## config.mk

```make
export PLATFORM = sky130hd
export DESIGN_NAME = infix_to_postfix_reorder_core
export DESIGN_NICKNAME = d
export VERILOG_FILES = /design/src/design/i2p_pkg.sv /design/src/design/i2p_stack.sv /design/src/design/i2p_outbuf.sv /design/src/design/i2p_ctrl.sv /design/src/design/infix_to_postfix_reorder_core.sv
export SDC_FILE = /design/constraint.sdc
export NUM_CORES = 1
export LEC_CHECK = 0
export ABC_AREA = 1
export BUFFER_PORTS_ARGS = -buffer_cell sky130_fd_sc_hd__buf_2
export CELL_PAD_IN_SITES_DETAIL_PLACEMENT = 1
export CELL_PAD_IN_SITES_GLOBAL_PLACEMENT = 2
export CORE_ASPECT_RATIO = 1.25
export CORE_MARGIN = 5
export CORE_UTILIZATION = 47
export CTS_BUF_LIST = sky130_fd_sc_hd__clkbuf_4
export DETAILED_ROUTE_END_ITERATION = 12
export PLACE_DENSITY = 0.92
export REMOVE_ABC_BUFFERS = 1
export SLEW_MARGIN = 20
export SYNTH_ARGS = -nofsm -noshare
export SYNTH_HDL_FRONTEND = slang
export SYNTH_SLANG_ARGS = --single-unit
```

## constraint.sdc

```tcl
create_clock -name clk -period 7.9 [get_ports clk]
set_clock_uncertainty 0.05 [all_clocks]
set_input_delay 1.58 -clock clk [delete_from_list [all_inputs] [get_ports clk]]
set_output_delay 1.58 -clock clk [all_outputs]
set_load 0.03 [all_outputs]
```

## src/design/i2p_pkg.sv

```systemverilog
// shared types, codes and constants for the infix to postfix reorder core
// no dependencies

package i2p_pkg;

    localparam int STACK_DEPTH = 32;
    localparam int CNT_W       = $clog2(STACK_DEPTH + 1);
    localparam int ADDR_W      = $clog2(STACK_DEPTH);

    localparam logic [7:0] OPEN_CH = 8'h28;

    // input token kinds
    localparam logic [2:0] TK_NUMBER  = 3'd0;
    localparam logic [2:0] TK_OPER    = 3'd1;
    localparam logic [2:0] TK_OPEN    = 3'd2;
    localparam logic [2:0] TK_CLOSE   = 3'd3;
    localparam logic [2:0] TK_NEWLINE = 3'd4;
    localparam logic [2:0] TK_SPECIAL = 3'd5;

    // result kinds
    localparam logic [1:0] OK_NUMBER = 2'd0;
    localparam logic [1:0] OK_OPER   = 2'd1;
    localparam logic [1:0] OK_END    = 2'd2;

    // status codes
    localparam logic [2:0] SC_OK        = 3'd0;
    localparam logic [2:0] SC_SPECIAL   = 3'd1;
    localparam logic [2:0] SC_UNKNOWN   = 3'd2;
    localparam logic [2:0] SC_UNMATCHED = 3'd3;
    localparam logic [2:0] SC_OVERFLOW  = 3'd4;

    typedef struct packed {
        logic       paren;
        logic [3:0] pri;
        logic [7:0] sign;
    } stack_entry_t;

    typedef struct packed {
        logic [1:0]  kind;
        logic [31:0] payload;
        logic [7:0]  sign;
        logic [3:0]  pri;
        logic [2:0]  status;
    } result_t;

    typedef struct packed {
        logic    emit;
        logic    finish;
        result_t item;
    } emit_req_t;

    typedef enum logic [2:0] {
        ST_IDLE,
        ST_RD,
        ST_EVAL,
        ST_ERR,
        ST_FRD,
        ST_FEVAL,
        ST_DONE
    } state_t;

endpackage

```

## src/design/i2p_stack.sv

```systemverilog
// operator stack memory, one write and one registered read port
// depends on i2p_pkg

module i2p_stack
    import i2p_pkg::*;
(
    input  logic               clk,
    input  logic               we,
    input  logic [ADDR_W-1:0]  waddr,
    input  stack_entry_t       wdata,
    input  logic [ADDR_W-1:0]  raddr,
    output stack_entry_t       rdata
);

    stack_entry_t mem [STACK_DEPTH];
    stack_entry_t rdata_reg;

    always_ff @(posedge clk)
    begin
        if (we)
        begin
            mem[waddr] <= wdata;
        end
        rdata_reg <= mem[raddr];
    end

    assign rdata = rdata_reg;

endmodule

```

## src/design/i2p_outbuf.sv

```systemverilog
// result staging: one pending item so the end of a run can be marked, then the
// output register toward the master side; depends on i2p_pkg

module i2p_outbuf
    import i2p_pkg::*;
(
    input  logic       clk,
    input  logic       rst_n,
    input  emit_req_t  req,
    output logic       room,
    output logic       out_valid,
    input  logic       out_ready,
    output result_t    out_item,
    output logic       out_last
);

    logic    pend_valid_reg, pend_valid_next;
    result_t pend_reg, pend_next;
    logic    out_valid_reg, out_valid_next;
    result_t out_reg, out_next;
    logic    out_last_reg, out_last_next;
    logic    load_out;

    assign room     = !pend_valid_reg || !out_valid_reg || out_ready;
    assign load_out = room && pend_valid_reg && (req.emit || req.finish);

    always_comb
    begin
        pend_valid_next = pend_valid_reg;
        pend_next       = pend_reg;
        out_valid_next  = out_valid_reg;
        out_next        = out_reg;
        out_last_next   = out_last_reg;
        if (out_valid_reg && out_ready)
        begin
            out_valid_next = 1'b0;
        end
        if (load_out)
        begin
            out_valid_next = 1'b1;
            out_next       = pend_reg;
            out_last_next  = req.finish;
        end
        if (room && req.emit)
        begin
            pend_valid_next = 1'b1;
            pend_next       = req.item;
        end
        else if (room && req.finish)
        begin
            pend_valid_next = 1'b0;
        end
    end

    always_ff @(posedge clk or negedge rst_n)
    begin
        if (!rst_n)
        begin
            pend_valid_reg <= 1'b0;
            out_valid_reg  <= 1'b0;
        end
        else
        begin
            pend_valid_reg <= pend_valid_next;
            out_valid_reg  <= out_valid_next;
        end
    end

    always_ff @(posedge clk)
    begin
        pend_reg     <= pend_next;
        out_reg      <= out_next;
        out_last_reg <= out_last_next;
    end

    assign out_valid = out_valid_reg;
    assign out_item  = out_reg;
    assign out_last  = out_last_reg;

endmodule

```

## src/design/i2p_ctrl.sv

```systemverilog
// token sequencer: priority compare, stack pointer and result requests
// depends on i2p_pkg; drives i2p_stack and i2p_outbuf

module i2p_ctrl
    import i2p_pkg::*;
(
    input  logic               clk,
    input  logic               rst_n,
    input  logic               in_valid,
    output logic               in_ready,
    input  logic [2:0]         in_kind,
    input  logic [31:0]        in_payload,
    input  logic [7:0]         in_sign,
    input  logic [3:0]         in_pri,
    input  logic               in_eoe,
    output logic               mem_we,
    output logic [ADDR_W-1:0]  mem_waddr,
    output stack_entry_t       mem_wdata,
    output logic [ADDR_W-1:0]  mem_raddr,
    input  stack_entry_t       top,
    output emit_req_t          req,
    input  logic               room
);

    state_t            state_reg, state_next;
    logic [CNT_W-1:0]  count_reg, count_next;
    logic              discard_reg, discard_next;
    logic [2:0]        err_reg, err_next;
    logic [2:0]        kind_reg;
    logic [31:0]       pay_reg;
    logic [7:0]        sign_reg;
    logic [3:0]        pri_reg;
    logic              eoe_reg;

    logic              top_valid;
    logic              full;
    logic              op_pop;
    logic              cl_pop;
    logic [CNT_W-1:0]  rd_index;
    state_t            after_tok;
    result_t           op_item;

    assign top_valid = count_reg != '0;
    assign full      = count_reg == CNT_W'(STACK_DEPTH);
    assign op_pop    = top_valid && !top.paren && (top.pri >= pri_reg);
    assign cl_pop    = top_valid && !top.paren;
    assign after_tok = eoe_reg ? ST_FRD : ST_DONE;
    assign rd_index  = top_valid ? (count_reg - 1'b1) : '0;
    assign mem_raddr = rd_index[ADDR_W-1:0];
    assign mem_waddr = count_reg[ADDR_W-1:0];
    assign in_ready  = state_reg == ST_IDLE;

    always_comb
    begin
        op_item         = '0;
        op_item.kind    = OK_OPER;
        op_item.sign    = top.sign;
        op_item.pri     = top.pri;
    end

    // next state
    always_comb
    begin
        state_next = state_reg;
        case (state_reg)
            ST_IDLE:
            begin
                if (in_valid)
                begin
                    state_next = ST_RD;
                end
            end
            ST_RD:
            begin
                state_next = ST_EVAL;
            end
            ST_EVAL:
            begin
                if (discard_reg)
                begin
                    state_next = ST_IDLE;
                end
                else
                begin
                    case (kind_reg)
                        TK_NUMBER:
                        begin
                            if (room)
                            begin
                                state_next = after_tok;
                            end
                        end
                        TK_OPER:
                        begin
                            if (op_pop)
                            begin
                                if (room)
                                begin
                                    state_next = ST_RD;
                                end
                            end
                            else if (full)
                            begin
                                state_next = ST_ERR;
                            end
                            else
                            begin
                                state_next = after_tok;
                            end
                        end
                        TK_OPEN:
                        begin
                            state_next = full ? ST_ERR : after_tok;
                        end
                        TK_CLOSE:
                        begin
                            if (cl_pop)
                            begin
                                if (room)
                                begin
                                    state_next = ST_RD;
                                end
                            end
                            else if (!top_valid)
                            begin
                                state_next = ST_ERR;
                            end
                            else
                            begin
                                state_next = after_tok;
                            end
                        end
                        TK_NEWLINE:
                        begin
                            state_next = after_tok;
                        end
                        default:
                        begin
                            state_next = ST_ERR;
                        end
                    endcase
                end
            end
            ST_ERR:
            begin
                if (room)
                begin
                    state_next = ST_DONE;
                end
            end
            ST_FRD:
            begin
                state_next = ST_FEVAL;
            end
            ST_FEVAL:
            begin
                if (top_valid)
                begin
                    if (top.paren || room)
                    begin
                        state_next = ST_FRD;
                    end
                end
                else if (room)
                begin
                    state_next = ST_DONE;
                end
            end
            ST_DONE:
            begin
                if (room)
                begin
                    state_next = ST_IDLE;
                end
            end
            default:
            begin
                state_next = ST_IDLE;
            end
        endcase
    end

    // outputs and datapath updates
    always_comb
    begin
        count_next   = count_reg;
        discard_next = discard_reg;
        err_next     = err_reg;
        mem_we       = 1'b0;
        mem_wdata    = '0;
        req          = '0;
        case (state_reg)
            ST_EVAL:
            begin
                if (discard_reg)
                begin
                    if (eoe_reg)
                    begin
                        discard_next = 1'b0;
                        count_next   = '0;
                    end
                end
                else
                begin
                    case (kind_reg)
                        TK_NUMBER:
                        begin
                            req.emit         = 1'b1;
                            req.item.kind    = OK_NUMBER;
                            req.item.payload = pay_reg;
                        end
                        TK_OPER:
                        begin
                            if (op_pop)
                            begin
                                req.emit = 1'b1;
                                req.item = op_item;
                                if (room)
                                begin
                                    count_next = count_reg - 1'b1;
                                end
                            end
                            else if (full)
                            begin
                                err_next = SC_OVERFLOW;
                            end
                            else
                            begin
                                mem_we         = 1'b1;
                                mem_wdata.pri  = pri_reg;
                                mem_wdata.sign = sign_reg;
                                count_next     = count_reg + 1'b1;
                            end
                        end
                        TK_OPEN:
                        begin
                            if (full)
                            begin
                                err_next = SC_OVERFLOW;
                            end
                            else
                            begin
                                mem_we          = 1'b1;
                                mem_wdata.paren = 1'b1;
                                mem_wdata.sign  = OPEN_CH;
                                count_next      = count_reg + 1'b1;
                            end
                        end
                        TK_CLOSE:
                        begin
                            if (cl_pop)
                            begin
                                req.emit = 1'b1;
                                req.item = op_item;
                                if (room)
                                begin
                                    count_next = count_reg - 1'b1;
                                end
                            end
                            else if (!top_valid)
                            begin
                                err_next = SC_UNMATCHED;
                            end
                            else
                            begin
                                count_next = count_reg - 1'b1;
                            end
                        end
                        TK_NEWLINE:
                        begin
                            count_next = count_reg;
                        end
                        TK_SPECIAL:
                        begin
                            err_next = SC_SPECIAL;
                        end
                        default:
                        begin
                            err_next = SC_UNKNOWN;
                        end
                    endcase
                end
            end
            ST_ERR:
            begin
                req.emit        = 1'b1;
                req.item.kind   = OK_END;
                req.item.status = err_reg;
                if (room)
                begin
                    count_next   = '0;
                    discard_next = !eoe_reg;
                end
            end
            ST_FEVAL:
            begin
                if (top_valid)
                begin
                    req.emit = !top.paren;
                    req.item = op_item;
                    if (top.paren || room)
                    begin
                        count_next = count_reg - 1'b1;
                    end
                end
                else
                begin
                    req.emit      = 1'b1;
                    req.item.kind = OK_END;
                end
            end
            ST_DONE:
            begin
                req.finish = 1'b1;
            end
            default:
            begin
                req = '0;
            end
        endcase
    end

    always_ff @(posedge clk or negedge rst_n)
    begin
        if (!rst_n)
        begin
            state_reg   <= ST_IDLE;
            count_reg   <= '0;
            discard_reg <= 1'b0;
        end
        else
        begin
            state_reg   <= state_next;
            count_reg   <= count_next;
            discard_reg <= discard_next;
        end
    end

    always_ff @(posedge clk)
    begin
        err_reg <= err_next;
        if (in_valid && in_ready)
        begin
            kind_reg <= in_kind;
            pay_reg  <= in_payload;
            sign_reg <= in_sign;
            pri_reg  <= in_pri;
            eoe_reg  <= in_eoe;
        end
    end

endmodule

```

## src/design/infix_to_postfix_reorder_core.sv

```systemverilog
// Infix to postfix token reorder with an operator stack (shunting-yard).
// Tokens enter on the s_ side one at a time and postfix results leave on the
// m_ side; m_tlast marks the last result caused by a token. The block takes
// one token at a time; each stacked operator popped waits for a registered
// read of the stack memory between one compare and the next. The flush at
// the end of an expression pops each stack entry in turn, then sends the end
// marker; an error result is sent from its own state, and a token swallowed
// while the rest of a broken expression is discarded sends nothing. Output
// back-pressure can stall the steps that send a result. No clearing pass
// follows reset. Depends on i2p_pkg, i2p_ctrl, i2p_stack and i2p_outbuf.

module infix_to_postfix_reorder_core
    import i2p_pkg::*;
(
    input  logic        clk,
    input  logic        rst_n,
    input  logic        s_tvalid,
    output logic        s_tready,
    input  logic [47:0] s_tdata,   // payload, sign_code, priority_req, zero fill
    input  logic [2:0]  s_tuser,   // token_kind
    input  logic        s_tlast,
    output logic        m_tvalid,
    input  logic        m_tready,
    output logic [47:0] m_tdata,   // out_payload, out_sign, out_priority, zero fill
    output logic [4:0]  m_tuser,   // out_kind, status
    output logic        m_tlast
);

    logic               mem_we;
    logic [ADDR_W-1:0]  mem_waddr;
    logic [ADDR_W-1:0]  mem_raddr;
    stack_entry_t       mem_wdata;
    stack_entry_t       top;
    emit_req_t          req;
    logic               room;
    result_t            out_item;

    i2p_ctrl u_ctrl (
        .clk        (clk),
        .rst_n      (rst_n),
        .in_valid   (s_tvalid),
        .in_ready   (s_tready),
        .in_kind    (s_tuser),
        .in_payload (s_tdata[31:0]),
        .in_sign    (s_tdata[39:32]),
        .in_pri     (s_tdata[43:40]),
        .in_eoe     (s_tlast),
        .mem_we     (mem_we),
        .mem_waddr  (mem_waddr),
        .mem_wdata  (mem_wdata),
        .mem_raddr  (mem_raddr),
        .top        (top),
        .req        (req),
        .room       (room)
    );

    i2p_stack u_stack (
        .clk   (clk),
        .we    (mem_we),
        .waddr (mem_waddr),
        .wdata (mem_wdata),
        .raddr (mem_raddr),
        .rdata (top)
    );

    i2p_outbuf u_outbuf (
        .clk       (clk),
        .rst_n     (rst_n),
        .req       (req),
        .room      (room),
        .out_valid (m_tvalid),
        .out_ready (m_tready),
        .out_item  (out_item),
        .out_last  (m_tlast)
    );

    assign m_tdata = {4'b0, out_item.pri, out_item.sign, out_item.payload};
    assign m_tuser = {out_item.status, out_item.kind};

endmodule

```

After elaboration in Yosys (flattened, before gate mapping)
Memory sizes are Yosys's and may differ from the RTL's. A register that Yosys moved wholly into a read port is not among the register bits.
Cells that the tools add are included.
{"block": "totals", "rom_bits": 0, "latch_bits": 0, "elab_cells": 154, "in_bits": 56, "ram_bits": 416, "memories": 1, "ff_bits": 162}
{"block": "classes", "shift": 0, "n_reduce_logical": 28, "mux": 73, "order_cmp": 1, "div_mod_pow": 0, "mul": 0, "n_bitwise": 2, "add_sub_neg": 2, "eq_ne": 25}
{"memory": "u_stack.mem", "words": 32, "word_bits": 13, "rd": 1, "rd_clocked_by_memory_dff": 1, "wr": 1, "line": "i2p_stack.sv:15", "source": "stack_entry_t mem [STACK_DEPTH];"}
{"cell": "$pmux 34 s3", "n": 1}
{"cell": "$mux 48", "n": 2}
{"cell": "$pmux 44 s2", "n": 1}
{"cell": "$mux 6", "n": 11}
{"cell": "$mux 49", "n": 1}
{"cell": "$mux 3", "n": 16}
{"cell": "$pmux 6 s3", "n": 2}
{"cell": "$pmux 15 s2", "n": 1}
{"cell": "$pmux 3 s5", "n": 2}
{"cell": "$mux 13", "n": 2}
{"cell": "$mux 12", "n": 2}
{"cell": "$pmux 3 s7", "n": 1}
{"cell": "$mux 1", "n": 19}
{"cell": "$pmux 8 s2", "n": 1}
{"cell": "$eq 3x3->1 const B", "n": 5}
{"cell": "$mux 15", "n": 1}
{"cell": "$eq 3x2->1 const B", "n": 4}
{"cell": "$pmux 3 s3", "n": 1}
{"cell": "$logic_and 1x1->1", "n": 8}
{"cell": "$ne 2x1->1 const B", "n": 4}
{"cell": "$ne 2x2->1 const B", "n": 4}
{"cell": "$reduce_and 7->1", "n": 1}
{"cell": "$add 6x1->6 const B", "n": 1}
{"cell": "$eq 3x1->1 const B", "n": 2}
{"cell": "24 further kinds", "n": 38}

Longest topological paths before layout
Gate-level depths: netlist of the first run.
{"block": "logic_depth", "depth_word": 10, "ltp_mapped": 16}

Modules after synthesis
Synthesis of the first run repeated with hierarchy kept, for this count alone.
{"block": "unflattened", "cells_unflattened": 2066, "area_unflattened_um2": 24151.9}
{"mod": "i2p_stack", "seq_area_each_um2": 12752.2, "n_inst": 1, "cells_each": 1466, "area_per_inst_um2": 17140.2}
{"mod": "i2p_ctrl", "seq_area_each_um2": 1781.7, "n_inst": 1, "cells_each": 483, "area_per_inst_um2": 3893.7}
{"mod": "i2p_outbuf", "seq_area_each_um2": 3022.9, "n_inst": 1, "cells_each": 112, "area_per_inst_um2": 3084.2}
{"mod": "infix_to_postfix_reorder_core", "seq_area_each_um2": 0.0, "n_inst": 1, "cells_each": 5, "area_per_inst_um2": 33.8}

Worst setup path after synthesis of the first run
Ideal clock, no wire load.
{"block": "synth_path", "path_type": "input to register", "start": "input m_tready", "end": "register u_outbuf.pend_reg[0] (netlist bit) (enable)", "required_time_ps": 7378, "n_path_buf": 1, "cell_stages": 5, "arrival_time_ps": 4387, "slack_ps": 2991, "cell_sequence": "inv_1 -> nand3_1 -> inv_1 -> clkbuf_1 -> a21oi_1"}
{"block": "synth_via", "elab_chain_cells": 2}
{"element": "from (decl)", "line": "infix_to_postfix_reorder_core.sv:23", "source": "input logic m_tready,"}
{"element": "$logic_or 1x1->1", "line": "i2p_outbuf.sv:24", "source": "assign room = !pend_valid_reg || !out_valid_reg || out_ready;"}
{"element": "$logic_and 1x1->1", "line": "i2p_outbuf.sv:44", "source": "if (room && req.emit)"}
{"element": "to (signal assigned)", "line": "i2p_outbuf.sv:71", "source": "pend_reg <= pend_next;"}
{"element": "to (decl)", "line": "i2p_outbuf.sv:18", "source": "result_t pend_reg, pend_next;"}
Every way passes these cells.
A chain may end at the register's enable or synchronous reset.

Final worst setup path of the first run
{"block": "layout_path", "start": "register u_ctrl.count_reg[0]", "end": "memory u_stack.mem[25][2] (netlist bit) (enable)"}
{"block": "layout_via", "elab_chain_cells": 9, "elab_cells_between_ends": 11, "cone_classes": "1 x eq/ne; 7 x mux; 3 x reduce/logical"}
{"element": "from (decl)", "line": "i2p_ctrl.sv:26", "source": "logic [CNT_W-1:0] count_reg, count_next;"}
{"element": "from (signal assigned)", "line": "i2p_ctrl.sv:334", "source": "count_reg <= count_next;"}
{"element": "$reduce_bool 6->1", "line": "i2p_ctrl.sv:43", "source": "assign top_valid = count_reg != '0;"}
{"element": "$logic_and 1x1->1 (2 in series)", "line": "i2p_ctrl.sv:45", "source": "assign op_pop = top_valid && !top.paren && (top.pri >= pri_reg);"}
{"element": "$mux 1", "line": "i2p_ctrl.sv:214", "source": "if (op_pop)"}
{"element": "$pmux 1 s2", "line": "i2p_ctrl.sv:205", "source": "case (kind_reg)"}
{"element": "$mux 1", "line": "i2p_ctrl.sv:195", "source": "if (discard_reg)"}
{"element": "$mux 1", "line": "i2p_ctrl.sv:192", "source": "case (state_reg)"}
{"element": "$mux 1", "line": "i2p_stack.sv:20", "source": "if (we)"}
{"element": "$mux 1 (not written as such)", "line": "i2p_stack.sv:22", "source": "mem[waddr] <= wdata;"}
{"element": "to (decl)", "line": "i2p_stack.sv:15"}
Several ways; a longest one is shown, not always the timed one.

==> results of run 1 <==
==> where the power goes <==
group / total [mW] / leakage (nW) / switching (mW) / internal, mW
sequential: 3.94 / 4.59 / 0.157 / 3.78
combinational: 4.43 / 5.13 / 3.33 / 1.09
clock: 2.65 / 1.10 / 1.22 / 1.43
==> kinds of logic (layout without fill, tap and decap cells) <==
| family | count (synthesis) | after routing | share of synthesized area |
|---|---|---|---|
| simple gates | 1073 | 1073 | 0.189 |
| flops | 591 | 591 | 0.713 |
| other cells | 1 | 7 | 0.000152 |
| xor+xnor | 5 | 5 | 0.00178 |
| compound gates | 140 | 140 | 0.0296 |
| buf+inv | 373 | 658 | 0.0622 |
| fa+ha+maj | 9 | 9 | 0.00457 |
==> critical path, cell delays in order (launching register included) <==
cell and delay [ns]:
sky130_fd_sc_hd__dfrtp_1 0.50, sky130_fd_sc_hd__inv_4 0.39, sky130_fd_sc_hd__ha_1 0.31, sky130_fd_sc_hd__nand3_2 0.12, sky130_fd_sc_hd__nand2_2 0.16, sky130_fd_sc_hd__inv_2 0.14, sky130_fd_sc_hd__nand2_1 0.37, sky130_fd_sc_hd__nand3_1 0.65
sky130_fd_sc_hd__a21oi_2 0.43, sky130_fd_sc_hd__nand2_1 0.44, sky130_fd_sc_hd__nor2_1 0.71, sky130_fd_sc_hd__buf_4 0.29
==> final cells by class <==
class	instances	area, sq um
Clock buffer	207	1550
Clock inverter	39	357
Antenna cell	3	7.51
Fill cell	5556	24000
Tap cell	665	832
Timing Repair Buffer	145	835
Multi-Input combinational cell	1231	5670
Inverter	267	1010
Sequential cell	591	17600
==> metal layers <==
metal | GRT usage | routed length [microns] | vias to the layer above
li1 | - | - | 7806
met1 | 0.284 | 26700 | 8525
met2 | 0.434 | 36800 | 570
met3 | 0.0350 | 3450 | 167
met4 | 0.116 | 2810 | 0
met5 | 0 | 0 | -
==> worst max-delay path by stage <==
stage | to | cells after the start | from | slack, ns
finish | u_stack.mem[25][2] | 11 | u_ctrl.count_reg[0] | 3.00
global route | u_stack.mem[25][2] | 11 | u_ctrl.count_reg[0] | 2.72
CTS | u_stack.mem[28][10] | 10 | u_ctrl.count_reg[0] | 2.80
detailed placement | u_stack.mem[28][10] | 10 | u_ctrl.count_reg[0] | 2.86
global placement | u_stack.mem[12][6] | 10 | u_ctrl.count_reg[0] | 2.88
floorplan | u_outbuf.pend_reg[0] | 8 | u_ctrl.count_reg[0] | 1.91
==> metrics by stage <==
stage               utilization  hold WS [ns]  setup WS (ns)  power, mW  area (sq um)
floorplan                     -         0.350           1.91       6.61         24100
global placement          0.499         0.351           2.88       8.16         25900
detailed placement        0.500         0.356           2.86       8.36         25900
CTS                       0.537         0.353           2.80       11.1         27800
global route              0.537         0.369           2.72       11.6         27800
finish                    0.537         0.362           3.00       11.0         27800
==> placed cells by master, fill, tap and decap left out, types with 2 or more instances in the layout <==
cell type / instances
sky130_fd_sc_hd__a21oi_1: 23
sky130_fd_sc_hd__buf_2: 103
sky130_fd_sc_hd__buf_4: 41
sky130_fd_sc_hd__bufinv_16: 7
sky130_fd_sc_hd__clkbuf_4: 207
sky130_fd_sc_hd__clkinv_1: 25
sky130_fd_sc_hd__clkinv_2: 4
sky130_fd_sc_hd__clkinvlp_4: 5
sky130_fd_sc_hd__conb_1: 4
sky130_fd_sc_hd__dfrtp_1: 12
sky130_fd_sc_hd__dfxtp_1: 13
sky130_fd_sc_hd__diode_2: 3
sky130_fd_sc_hd__edfxtp_1: 566
sky130_fd_sc_hd__ha_1: 9
sky130_fd_sc_hd__inv_1: 258
sky130_fd_sc_hd__inv_2: 5
sky130_fd_sc_hd__nand2_1: 353
sky130_fd_sc_hd__nand2_4: 2
sky130_fd_sc_hd__nand3_1: 303
sky130_fd_sc_hd__nand3b_1: 28
sky130_fd_sc_hd__nand4_1: 6
sky130_fd_sc_hd__nor2_1: 310
sky130_fd_sc_hd__nor2_2: 27
sky130_fd_sc_hd__nor2_4: 3
sky130_fd_sc_hd__nor3_1: 7
sky130_fd_sc_hd__nor3_2: 3
sky130_fd_sc_hd__o211ai_1: 3
sky130_fd_sc_hd__o21ai_0: 103
sky130_fd_sc_hd__o21ai_1: 4
sky130_fd_sc_hd__or2_2: 27
sky130_fd_sc_hd__xor2_1: 5
==> results.toml, run 1 <==
[clock_network]
numCtsBuffers = 145
worstSkewPairLatency_ns = 0.88
numClockSinks = 591
clk_path_buf_depth = 3
cts_repair_resized_insts = 0
buffers_inserted_by_post_cts_timing_repair = 0
clock_pin_slew_worst_setup_and_hold_paths_ns = 0.07
cts.htree.levels = 4
cts_hold_buf = 0
tritoncts = "built"
cts_root_buf = "sky130_fd_sc_hd__clkbuf_4"

[placement]
finalWeightedCongestion = 0.848
hpwl_after_detailed_placement_mm = 42.0
buffer_ports.inserted = 103
dpl.cell_count = 2899

[logic_synthesis]
synth_commonest_cells = "sky130_fd_sc_hd__edfxtp_1, sky130_fd_sc_hd__nand2_1, sky130_fd_sc_hd__nor2_1"
seq_area_frac_synth = 0.713
yosys.cell_count.top_type = "sky130_fd_sc_hd__edfxtp_1"
async_flop_share = 0.0203
yosys.area.top_type_share = 0.690
synth.lib_cells_used.distinct = 37
synth-edff-count = 566
postSynthAreaPerCell_sq_um = 11.2
post_synth_instance_area_sq_mm = 0.0246
area_contributors_post_synth = "sky130_fd_sc_hd__edfxtp_1, sky130_fd_sc_hd__nand3_1, sky130_fd_sc_hd__nand2_1"
synth.yosys.warnings = 0
number_of_storage_elements_in_the_synthesis_netlist = 591
netlist.top_cell.by_area = "sky130_fd_sc_hd__edfxtp_1"
ys.flop_type = "sky130_fd_sc_hd__edfxtp_1"
syn_inst = 2192

[floorplan]
core.rowCount = 93
core_area_sq_mm = 0.0518
overall_die_area_sq_mm = 0.0571
initial_core_util = 0.476
die-height_microns = 266
io_pins = 112
floorplan.die.width_microns = 215

[cells_and_area]
drive_above_1_share = 0.179
layout-area-overhead-vs-synth_pct = 12.9
layoutNonFillerInstCount = 3148
fin_nets = 2446
largest_reg_flops = 416

[global_route]
globalRoute.totalOverflow = 0
via_count_of_the_first_global_routing_pass = 18400
grt.total_usage = 0.241
grt_antenna_before_repair = 2
grt_pass1_wl_mm = 106
maximum_number_of_pins_on_one_net_before_global_route_repair = 114

[setup_path]
slack_of_the_worst_reg_to_reg_path_ns = 3.00
cp_max_fo = 32
critical_path_required_ns = 8.41
crit_arrival_ns = 5.41
worst_setup_path_end_kind = "flip-flop"
rr_startpoint = "u_ctrl.count_reg[0]"
r2r-end = "u_stack.mem[25][2]"
worst_r2r_path_depth = 11
cp-start-kind = "flip-flop"
start_to_end_type_of_the_worst_setup_path = "reg2reg"

[power_and_ir_drop]
worst_vdd_ir_mv = 0.382
leak_pwr_nw = 10.8
power.density_cell_area_mw_per_mm2 = 396

[detailed_routing]
drt-pass1-iter-count = 5
routed_wirelength_mm = 69.8
via_count = 17100
detail_route.drc_violations = 0
antenna_violating_nets_post_route = 0
wl_per_cell_microns = 22.2
route.detailed.vias_per_inst = 5.42
drt-initial-drc-count = 1315

[timing]
finalSetupTns_ns = 0
final.min_clock_period_ns = 4.90
grt_setup_unrepaired = "false"
max_freq_mhz = 204
finalHoldViolCount = 0
final-max-slew-violation-count = 0
maxSlewHeadroom = 0.322
worstMarginPinSlew_ns = 1.01
setup-violations-final = 0
final.period_utilization = 0.621

[worst_hold_path]
min_delay_path_depth = 0
worstHoldPathType = "reg2reg"
worstHoldEndpoint = "u_outbuf.out_item[36]"
start_point_of_the_worst_min_delay_path = "u_outbuf.pend_reg[36]"

[run_status]
result_of_the_run = "complete, no violations"

[flow_run]
timing.max_cap.violations = 0
Note: power is estimated with default switching activity, not from simulation.
==> run 2, diff against run 1 <==
- CORE_UTILIZATION: 47 -> 39
- PLACE_DENSITY: 0.92 -> 0.82
- clock period: 7.9 -> 4 ns (I/O delays scaled with it)
==> run 2 against run 1 <==
- hold slack got worse by 0.084 ns
- global-route usage decreased by 3.3 points
- first-iteration DRC count decreased by 14%
- combinational power increased by 100%
- final cell count increased by 8.3%
- critical endpoint is now u_outbuf.pend_reg[24]
- critical path type unchanged
- routed wire length increased by 2.5%
- sequential cell count unchanged
==> results.toml, run 2 (same netlist as run 1, synthesis figures left out) <==
[timing]
finalHoldViolCount = 0
worstMarginPinSlew_ns = 0.984
finalSetupTns_ns = 0
final.period_utilization = 0.876
grt_setup_unrepaired = "false"
fin_ws_ns = 0.495
setup-violations-final = 0
fin_hold_ws_ns = 0.278
final-max-slew-violation-count = 0
max_freq_mhz = 285
maxSlewHeadroom = 0.344
final.min_clock_period_ns = 3.50

[cells_and_area]
mostFrequentLayoutCell = "sky130_fd_sc_hd__edfxtp_1"
post-route-cell-area_sq_mm = 0.0288
drive_above_1_share = 0.186
multiInputGateArea_sq_mm = 0.00564
finalCoreUtilization = 0.457
final.fill_count = 6969
fin_nets = 2530
largest_reg_flops = 416
layout-area-overhead-vs-synth_pct = 16.7
layout.cells.most_common_list = "sky130_fd_sc_hd__edfxtp_1, sky130_fd_sc_hd__nand2_1, sky130_fd_sc_hd__nor2_1"
layoutNonFillerInstCount = 3409
seq_area_sq_mm = 0.0176

[clock_network]
numClockSinks = 591
clock_pin_slew_worst_setup_and_hold_paths_ns = 0.08
buffers_inserted_by_post_cts_timing_repair = 0
cts.htree.levels = 4
clk_path_buf_depth = 3
worstSkewPairLatency_ns = 0.97
cts_root_buf = "sky130_fd_sc_hd__clkbuf_4"
numCtsBuffers = 147
tritoncts = "built"

[floorplan]
floorplan.die.width_microns = 235
initial_core_util = 0.392
overall_die_area_sq_mm = 0.0683
io_pins = 112
core_area_sq_mm = 0.0629
core.rowCount = 103
die-height_microns = 291

[flow_run]
timing.max_cap.violations = 0

[global_route]
grt.total_usage = 0.208
grt_pass1_wl_mm = 110
grt_antenna_before_repair = 4
via_count_of_the_first_global_routing_pass = 18500
maximum_number_of_pins_on_one_net_before_global_route_repair = 142
globalRoute.totalOverflow = 0

[setup_path]
cp-start-kind = "flip-flop"
start_to_end_type_of_the_worst_setup_path = "reg2reg"
worst_r2r_path_depth = 13
critical_path_required_ns = 4.58
worst_setup_path_end_kind = "flip-flop"
crit_arrival_ns = 4.09
cp_max_fo = 19

[detailed_routing]
route.detailed.vias_per_inst = 5.06
antenna_violating_nets_post_route = 0
routed_wirelength_mm = 71.5
drt-pass1-iter-count = 5
via_count = 17200
drt-initial-drc-count = 1130
wl_per_cell_microns = 21.0
detail_route.drc_violations = 0

[power_and_ir_drop]
leak_pwr_nw = 11.2
power.density_cell_area_mw_per_mm2 = 754
worst_vdd_ir_mv = 0.723
total_power_mw = 21.7

[placement]
dpl.cell_count = 3105
hpwl_after_detailed_placement_mm = 41.6
buffer_ports.inserted = 103
finalWeightedCongestion = 0.853
dp_worst_setup_slack_ns = 0.294
dpl_cell_area_sq_mm = 0.0264

[worst_hold_path]
worstHoldPathType = "in2async"

[run_status]
result_of_the_run = "complete, no violations"
## run 2: changes by cell type in the layout (fill, tap and decap cells not counted), moves of 2 or more
cell and change:
sky130_fd_sc_hd__dlygate4sd3_1 +50, sky130_fd_sc_hd__buf_4 +25, sky130_fd_sc_hd__nor2_1 +13, sky130_fd_sc_hd__nor2_2 -13
sky130_fd_sc_hd__clkinv_1 -10, sky130_fd_sc_hd__clkbuf_4 +9, sky130_fd_sc_hd__buf_12 +7, sky130_fd_sc_hd__bufinv_16 -7
sky130_fd_sc_hd__inv_6 +5, sky130_fd_sc_hd__clkinv_4 +4, sky130_fd_sc_hd__inv_2 +3, sky130_fd_sc_hd__clkinvlp_4 -2
## run 2: cell type report
class	instances	area share
clock inverter	33	0.00683
timing repair buffer	227	0.0584
multi-input combinational	1231	0.196
antenna	4	0.000348
tap	840	0.0365
clock buffer	216	0.0564
inverter	267	0.0350
sequential	591	0.610
## run 2: routing by layer
metal | GRT usage | routed length, microns | up-vias
met5 | 0 | 0 | -
met4 | 0.0848 | 2460 | 0
met3 | 0.0363 | 2760 | 137
met2 | 0.370 | 37400 | 412
met1 | 0.251 | 28900 | 8696
li1 | - | - | 7989
## run 2: path summary, 6_finish.rpt
check	start	to	slack, ns
min in group clk	s_tvalid	u_ctrl.state_reg[1]	0.34
min	rst_n	u_ctrl.state_reg[2]	0.28
max in group asynchronous	rst_n	u_ctrl.state_reg[0]	3.33
max	u_ctrl.count_reg[1]	u_outbuf.pend_reg[24]	0.50
max reg2reg	u_ctrl.count_reg[1]	u_outbuf.pend_reg[24]	0.50
min reg2reg	u_outbuf.pend_reg[24]	u_outbuf.out_item[24]	0.35
## run 2: worst max-delay path, stage by stage (launching register included)
cell,delay (ns)
sky130_fd_sc_hd__dfrtp_1,0.34
sky130_fd_sc_hd__inv_1,0.11
sky130_fd_sc_hd__ha_1,0.26
sky130_fd_sc_hd__nand3_2,0.11
sky130_fd_sc_hd__nand2_2,0.12
sky130_fd_sc_hd__inv_2,0.24
sky130_fd_sc_hd__nand2_1,0.13
sky130_fd_sc_hd__inv_1,0.20
sky130_fd_sc_hd__nand2_1,0.12
sky130_fd_sc_hd__o21ai_1,0.16
sky130_fd_sc_hd__nand2_1,0.20
sky130_fd_sc_hd__a21oi_4,0.62
sky130_fd_sc_hd__buf_16,0.24
sky130_fd_sc_hd__buf_4,0.26
## run 2: power by group
part           internal [mW]  switching [mW]  total (mW)
combinational           2.40            6.53        8.93
clock                   2.50            2.52        5.02
sequential              7.46           0.292        7.75
## run 2: what timing repair did
| action | in CTS | in global routing |
|---|---|---|
| resized for setup | 0 | 1 |
| hold buffers | 50 | 0 |
| setup endpoints to repair | 0 | 50 |
| endpoints found under the hold margin | 61 | 0 |
